**src/rtl/vgts_pkg.sv**
```systemverilog
// vgts_pkg: shared types and codes of the voxel grid trilinear sampler
// no dependencies
`timescale 1ns / 1ps
`default_nettype none
package vgts_pkg;

	// result status codes
	localparam logic [1:0] ST_QUERY = 2'd0;
	localparam logic [1:0] ST_TAKEN = 2'd1;
	localparam logic [1:0] ST_CLAMP = 2'd2;
	localparam logic [1:0] ST_GRID  = 2'd3;

	// configuration register indexes
	localparam logic [2:0] CFG_ORIGIN_X = 3'd0;
	localparam logic [2:0] CFG_ORIGIN_Y = 3'd1;
	localparam logic [2:0] CFG_ORIGIN_Z = 3'd2;
	localparam logic [2:0] CFG_SCALE_X  = 3'd3;
	localparam logic [2:0] CFG_SCALE_Y  = 3'd4;
	localparam logic [2:0] CFG_SCALE_Z  = 3'd5;

	// header bytes before voxel data
	localparam logic [2:0] HDR_DONE = 3'd6;

	// last blend operation, last corner read count and last axis
	localparam logic [2:0] OP_LAST = 3'd6;
	localparam logic [3:0] RD_LAST = 4'd8;
	localparam logic [1:0] AXIS_LAST = 2'd2;

	// controller to datapath commands
	typedef struct packed {
		logic       latch;
		logic       load;
		logic       mul;
		logic       clamp;
		logic [1:0] axis;
		logic       rd;
		logic [3:0] rd_cnt;
		logic       blend;
		logic [2:0] op;
	} vgts_cmd_t;

endpackage
`default_nettype wire

```
**src/rtl/vgts_ctrl.sv**
```systemverilog
// vgts_ctrl: sequencing state machine of the sampler
// depends on vgts_pkg
`timescale 1ns / 1ps
`default_nettype none
module vgts_ctrl (
	input  wire logic              clk,
	input  wire logic              arst_n,
	input  wire logic              start,
	input  wire logic              action,
	output logic                   busy,
	output logic                   done,
	output vgts_pkg::vgts_cmd_t    cmd
);
	import vgts_pkg::*;

	localparam logic [2:0] S_IDLE  = 3'd0;
	localparam logic [2:0] S_LOAD  = 3'd1;
	localparam logic [2:0] S_MUL   = 3'd2;
	localparam logic [2:0] S_CLAMP = 3'd3;
	localparam logic [2:0] S_READ  = 3'd4;
	localparam logic [2:0] S_BLEND = 3'd5;
	localparam logic [2:0] S_DONE  = 3'd6;

	logic [2:0] state_q;
	logic [1:0] axis_q;
	logic [3:0] cnt_q;

	always_ff @(posedge clk or negedge arst_n) begin
		if (!arst_n) begin
			state_q <= S_IDLE;
			axis_q  <= '0;
			cnt_q   <= '0;
		end else begin
			unique case (state_q)
				S_IDLE: begin
					axis_q <= '0;
					cnt_q  <= '0;
					if (start) begin
						state_q <= action ? S_MUL : S_LOAD;
					end
				end
				S_LOAD:  state_q <= S_DONE;
				S_MUL:   state_q <= S_CLAMP;
				S_CLAMP: begin
					if (axis_q == AXIS_LAST) begin
						state_q <= S_READ;
					end else begin
						axis_q  <= axis_q + 2'd1;
						state_q <= S_MUL;
					end
				end
				S_READ: begin
					if (cnt_q == RD_LAST) begin
						cnt_q   <= '0;
						state_q <= S_BLEND;
					end else begin
						cnt_q <= cnt_q + 4'd1;
					end
				end
				S_BLEND: begin
					if (cnt_q[2:0] == OP_LAST) begin
						state_q <= S_DONE;
					end else begin
						cnt_q <= cnt_q + 4'd1;
					end
				end
				S_DONE:  state_q <= S_IDLE;
				default: state_q <= S_IDLE;
			endcase
		end
	end

	assign busy = (state_q != S_IDLE);
	assign done = (state_q == S_DONE);

	always_comb begin
		cmd        = '0;
		cmd.latch  = (state_q == S_IDLE) && start;
		cmd.load   = (state_q == S_LOAD);
		cmd.mul    = (state_q == S_MUL);
		cmd.clamp  = (state_q == S_CLAMP);
		cmd.axis   = axis_q;
		cmd.rd     = (state_q == S_READ);
		cmd.rd_cnt = cnt_q;
		cmd.blend  = (state_q == S_BLEND);
		cmd.op     = cnt_q[2:0];
	end
endmodule
`default_nettype wire

```
**config.mk**
```make
export PLATFORM = sky130hd
export DESIGN_NAME = vgts_ctrl
export DESIGN_NICKNAME = d
export VERILOG_FILES = /design/src/rtl/vgts_pkg.sv /design/src/rtl/vgts_ctrl.sv
export SDC_FILE = /design/constraint.sdc
export NUM_CORES = 1
export LEC_CHECK = 0
export ABC_AREA = 1
export BUFFER_PORTS_ARGS = -buffer_cell sky130_fd_sc_hd__buf_2
export CORE_MARGIN = 2
export CORE_UTILIZATION = 35
export CTS_CLUSTER_DIAMETER = 50
export DETAILED_ROUTE_END_ITERATION = 10
export PLACE_DENSITY = 0.64
export SETUP_SLACK_MARGIN = 0.02
export SLEW_MARGIN = 20
export SYNTH_ARGS = -nofsm -noshare
export SYNTH_HDL_FRONTEND = slang
export SYNTH_SLANG_ARGS = --single-unit
```
**constraint.sdc**
```tcl
create_clock -name clk -period 2 [get_ports clk]
set_clock_uncertainty 0.05 [all_clocks]
set_input_delay 0.1 -clock clk [delete_from_list [all_inputs] [get_ports clk]]
set_output_delay 0.1 -clock clk [all_outputs]
set_load 0.01 [all_outputs]
```
==> impl_results.md, run 1 <==
* Status: completed
* Number of CTS-inserted buffers at 3
* Worst path required time at 2.10 ns
* Commonest cells after routing, fill and taps aside: nand2_1, buf_2, inv_1
* Slew margin rel. at between 80 and 90%
* CTS max path bufs at 2
* Starting Density at between 30% and 40%
* Worst Hold Class: in2async
* Postcts setup bufs at 0
* Overflow after GRT at 0
* CTS Sinks at 9
* Netlist cell types at 16
* Vias/cell at roughly 4.8
* Syn Nets at 93
* DRC at 0
* Synthesis Warnings at 0
* Max Clk Rate at 0.672 GHz
* Place WS at 0.528 ns
* Min cycle time layout at approximately 1.5 ns
* Post_cts resized at 0
* I/O pin cnt at 21
* Psw at 0.571 mW
* R2R Path End: cnt_q[2]
* Max-cap violations at 0
* Syn Area/Cell at 7.12 sq um
* Slew Limit Fails at 0
* FF-to-FF setup slack at around 0.5 ns
* Global-route wire length before repair at 2040 um
* Drt total wl at 1310 um
* Initial antenna violation count at 0
* 1st-iter DRT viols at 13
* Final design utilization at roughly 44%
* Setup TNS at 0 ns
* Unrepaired setup endpoints after global routing: false
* Detailed placement HPWL at ~1000 um
* Leakage at roughly 0.45 nW
* H-tree Lvls at 1
* Int Power at approximately 0.57 mW
* Vias at around 590
* PnR Total Power at between 1 and 1.5 mW
* Post-synthesis sequential area ratio at 37.2%
* Sw Ratio at 50.0%
* Worst path most repeated cell: nand2_1
* Worst setup EP type: register
* Die Width at roughly 46 um
* Startpoint types: register
* CP max-delay cell: dfrtp_1
* CTS tree: built
* Setup violations, final at 0
* Die area at between 0.002 and 0.0025 sq mm
* Sequential share of power at 29.3%
* Die span in y at roughly 46 um
* WHS at 0.167 ns
* Post-Synthesis Cell Area at between 600 and 700 sq um
* Vias in the first global route at between 400 and 500
* Pre-antenna DRT Iters at 4
* Crit-path cells: inv_1 -> ha_1 -> nand2_1 -> nand3_1 -> nand2_1 -> nand3_2 -> nand2_1 -> nor2_1
* Final Worst Setup Slack at roughly 0.5 ns
* Number of buffers and inverters on the critical path at 1
* Final #Nets at ~120
* Final instance area at 742 sq um
* Syn-to-layout area delta at 22.5%
* Crit-path leading delay family: simple AND/OR/NAND/NOR gates
* # diodes at 0
* Reg2Reg Launch Point: cnt_q[0]
* Final Hold Fails at 0
* Crit Path Class: reg2reg
* Fraction of layout cells with a size suffix above 1 at 28.0%
* Critical path arrival at around 1.6 ns
* IO Port Bufs at 20
* Pin count of the biggest net entering global routing at 10
* Total core area at 0.00167 sq mm
* Combinational power share at between 50% and 60%
* Clock-pin slew on the worst setup and hold paths at 0.06 ns
* Worst Reg-to-Reg Cells at 8
* Max incr delay on CP at between 0.3 and 0.4 ns
* Clock power frac at 12.2%
* Mapped Cells at 85
* Final Non-Filler Cells at 124
* Final Cycle Share at around 74%
* Power Density at between 1500 and 2000 mW/mm^2
* Commonest non-fill, non-tap cell in the layout: nand2_1
* Clock tree root buffer cell: clkbuf_4
* Peak supply drop at between 0.5 and 0.6 mV
* Skew-Pair Late Insertion Delay at 0.26 ns
* # rows at 15
* Placer's final routability congestion estimate at 0.777
* Final ANT Viol Nets at 0
* CP Max Fanout at 6
* Placed insts at 119
* Worst-Margin Slew at about 0.22 ns
* Seq cells post-synth at 9
* Routed len/inst at ~11 um
* Dpl cell area at between 700 and 800 sq um
* GRT Overall Usage at approximately 14%
[final cells by class]
type | count | area [sq um]
fill | 162 | 928
multi-input combinational | 60 | 309
sequential | 9 | 225
timing repair buffer | 21 | 110
inverter | 13 | 48.8
clock buffer | 3 | 22.5
tap | 17 | 21.3
clock inverter | 1 | 5.00
[Yosys cell counts]
| master | number | area [sq um] |
|---|---|---|
| a21oi_1 | 5 | 25.0 |
| buf_4 | 3 | 22.5 |
| dfrtp_1 | 9 | 225 |
| ha_1 | 4 | 50.1 |
| inv_1 | 12 | 45.0 |
| inv_2 | 1 | 3.75 |
| nand2_1 | 21 | 78.8 |
| nand2_2 | 1 | 6.26 |
| nand3_1 | 8 | 40.0 |
| nand3_2 | 1 | 10.0 |
| nand3b_1 | 3 | 22.5 |
| nor2_1 | 10 | 37.5 |
| nor2_2 | 3 | 18.8 |
| nor3_1 | 1 | 5.00 |
| o21ai_0 | 2 | 10.0 |
| o21ai_1 | 1 | 5.00 |
[power by group through the flow]
| stage | Clock (mW) | Sequential (mW) | Combinational [mW] |
|---|---|---|---|
| 6_report | 0.140 | 0.335 | 0.668 |
| 4_1_cts | 0.148 | 0.337 | 0.671 |
| 3_5_place_dp | 0 | 0.340 | 0.666 |
| 3_3_place_gp | 0 | 0.337 | 0.658 |
| 5_1_grt | 0.160 | 0.346 | 0.768 |
| 2_1_floorplan | 0 | 0.342 | 0.479 |
[cells by family after synthesis]
kind of cell               share of synthesized area (%)
AOI/OAI and AO/OA                                   6.61
adders and majority gates                           8.26
buffers and inverters                               11.8
DFF                                                 37.2
and+or+nand+nor                                     36.2
[flip-flops by register name (all words and copies together), names as in the netlist]
name     flops
axis_q       2
state_q      3
cnt_q        4
[how the worst max path moves through the flow]
stage	cells past startpoint	end	from
CTS	8	cnt_q[1]	cnt_q[0]
global placement	8	cnt_q[3]	cnt_q[0]
floorplan	8	cnt_q[1]	cnt_q[0]
global route	8	cnt_q[1]	cnt_q[0]
detailed placement	8	cnt_q[2]	cnt_q[0]
finish	8	cnt_q[2]	cnt_q[0]
[repair_timing]
item,in CTS,in global routing
endpoints found under the hold margin,9,0
setup endpoints to repair,0,0
hold buffers,1,0
[layer usage]
metal	track usage (%)	share of wire [%]
met1	17.7	46
met2	21.7	47
met3	5.95	5.7
met4	7.06	1.6
met5	0	0
No activity file was read; power rests on OpenSTA's default activity.
==> run 2, diff against run 1 <==
==> constraint.sdc (replaced) <==
create_clock -name clk -period 1.42 [get_ports clk]
set_clock_uncertainty 0.05 [all_clocks]
set_input_delay 0.071 -clock clk [delete_from_list [all_inputs] [get_ports clk]]
set_output_delay 0.071 -clock clk [all_outputs]
set_load 0.01 [all_outputs]
==> run 2 against run 1 <==
  * Combinational power grew 59%
  * Via count grew 0.51%
  * Critical path depth shrank 4
  * Clock power grew 35%
  * Register-to-register slack lost 0.40 ns
  * Critical path type is now reg2out
  * Sequential cell count is the same
==> impl_results.md, run 2 (same netlist as run 1, synthesis figures left out) <==
* Peak supply drop at between 1 and 1.5 mV
* # fillers at roughly 200
* FF-to-FF setup slack at approximately 0.11 ns
* Leakage at between 0.4 and 0.5 nW
* Clock tree root buffer cell: clkbuf_4
* Detailed placement HPWL at 1060 um
* Status: completed
* Final #Nets at approximately 120
* Global-route wire length before repair at between 2000 and 2500 um
* Vias/cell at ~4.7
* IO Port Bufs at 20
* Pin count of the biggest net entering global routing at 10
* Startpoint types: register
* Largest register FFs at 4
* Max incr delay on CP at about 0.44 ns
* Setup TNS at 0 ns
* GRT Overall Usage at between 10% and 20%
* Worst-Margin Slew at 0.202 ns
* Worst Hold Class: in2async
* WHS at between 0.1 and 0.15 ns
* Placer's final routability congestion estimate at 0.796
* CP max-delay cell: dfrtp_2
* Final instance area at 788 sq um
* Sw Ratio at approximately half
* Routed len/inst at ~11 um
* CTS Sinks at 9
* Slew Limit Fails at 0
* Final Non-Filler Cells at 127
* Commonest cells after routing, fill and taps aside: buf_2, nand2_1, inv_1
* # rows at 15
* Final Cycle Share at approximately 95%
* Critical path arrival at ~1.2 ns
* Die span in y at 45.6 um
* DRC at 0
* Die Width at ~46 um
* Initial antenna violation count at 0
* PnR Total Power at around 1.7 mW
* CP Max Fanout at 5
* Number of CTS-inserted buffers at 3
* # diodes at 0
* Setup violations, final at 0
* Slew margin rel. at between 80% and 90%
* Starting Density at between 30% and 40%
* Placed insts at 121
* Final Hold Fails at 0
* Final ANT Viol Nets at 0
* Unrepaired setup endpoints after global routing: true
* Syn-to-layout area delta at 30.2%
* CTS tree: built
* Top Registers: cnt_q: 4 flops, state_q: 3 flops, axis_q: 2 flops
* Max-cap violations at 0
* 1st-iter DRT viols at 20
* Min cycle time layout at around 1.3 ns
* Total core area at 0.00167 sq mm
* Vias at 594
* Fraction of layout cells with a size suffix above 1 at ~37%
* Most flop-heavy register: cnt_q
* Commonest non-fill, non-tap cell in the layout: buf_2
* Combinational power share at a little over 60%
* Overflow after GRT at 0
* Max Clk Rate at 0.742 GHz
* Worst path required time at between 1 and 1.5 ns
* Vias in the first global route at 521
* Place WS at 0.0830 ns
* Drt total wl at 1370 um
* Pre-antenna DRT Iters at 4
* Clock-pin slew on the worst setup and hold paths at 0.06 ns
* Final design utilization at 47.2%
* H-tree Lvls at 1
* Die area at 0.00208 sq mm
* I/O pin cnt at 21
* CTS max path bufs at 2
* Crit-path cells: inv_1 -> nand2_2 -> nor2_2 -> buf_2
* Dpl cell area at roughly 720 sq um
* Worst setup EP type: primary output
* Clock power frac at 10.9%
* Final Worst Setup Slack at slightly above 0.07 ns
* Crit Path Class: reg2out
* Int Power at ~0.88 mW
* Power Density at between 2000 and 2500 mW/mm^2
* Psw at approximately 0.85 mW
* Skew-Pair Late Insertion Delay at 0.25 ns
* Sequential share of power at between 20% and 30%
[run 2: cell count changes in the layout (fill, tap and decap cells not counted), moves of 2 or more]
cell and delta:
buf_4 +3, dfrtp_1 -2, dfrtp_2 +2, nand2_1 -4, nand2_2 +3
[run 2: critical path: cells and delay by family (launching register included)]
family | cells | cell delay [ns]
buf+inv | 2 | 0.25
flops | 1 | 0.44
simple gates | 2 | 0.28
[run 2: final cells by class]
type                       count  area, sq um  area share [%]
multi-input combinational     60          332            42.1
inverter                      13         48.8            6.19
timing repair buffer          24          133            16.8
clock buffer                   4         26.3            3.33
tap                           17         21.3            2.70
sequential                     9          228            28.9
[run 2: path summary, 6_finish.rpt]
check	from	end	depth (start not counted)
worst min register to register	axis_q[0]	axis_q[0]	1
worst min-delay path	arst_n	cnt_q[3]	2
worst max register to register	cnt_q[0]	cnt_q[3]	8
max in group asynchronous	arst_n	state_q[2]	2
worst max-delay path	state_q[0]	cmd[8]	4
min in group clk	action	state_q[1]	5
[run 2: metal layers]
layer	vias to the layer above	routed length (um)	global-route usage [%]
li1	314	-	-
met1	275	657	19.8
met2	5	687	21.4
met3	0	28	3.57
met4	0	0	5.29
met5	-	0	0
[run 2: power groups by stage]
stage	sequential [mW]	combinational [mW]	clock, mW
6_report	0.477	1.06	0.189
5_1_grt	0.495	1.21	0.213
4_1_cts	0.458	1.00	0.199
3_5_place_dp	0.463	0.999	0
3_3_place_gp	0.462	0.991	0
2_1_floorplan	0.482	0.684	0
[run 2: what timing repair did]
action	4_1_cts	5_1_grt
buffers inserted	0	1
endpoints found under the setup margin	0	6
hold buffers	1	0
endpoints found under the hold margin	9	0
gates resized for setup	0	9
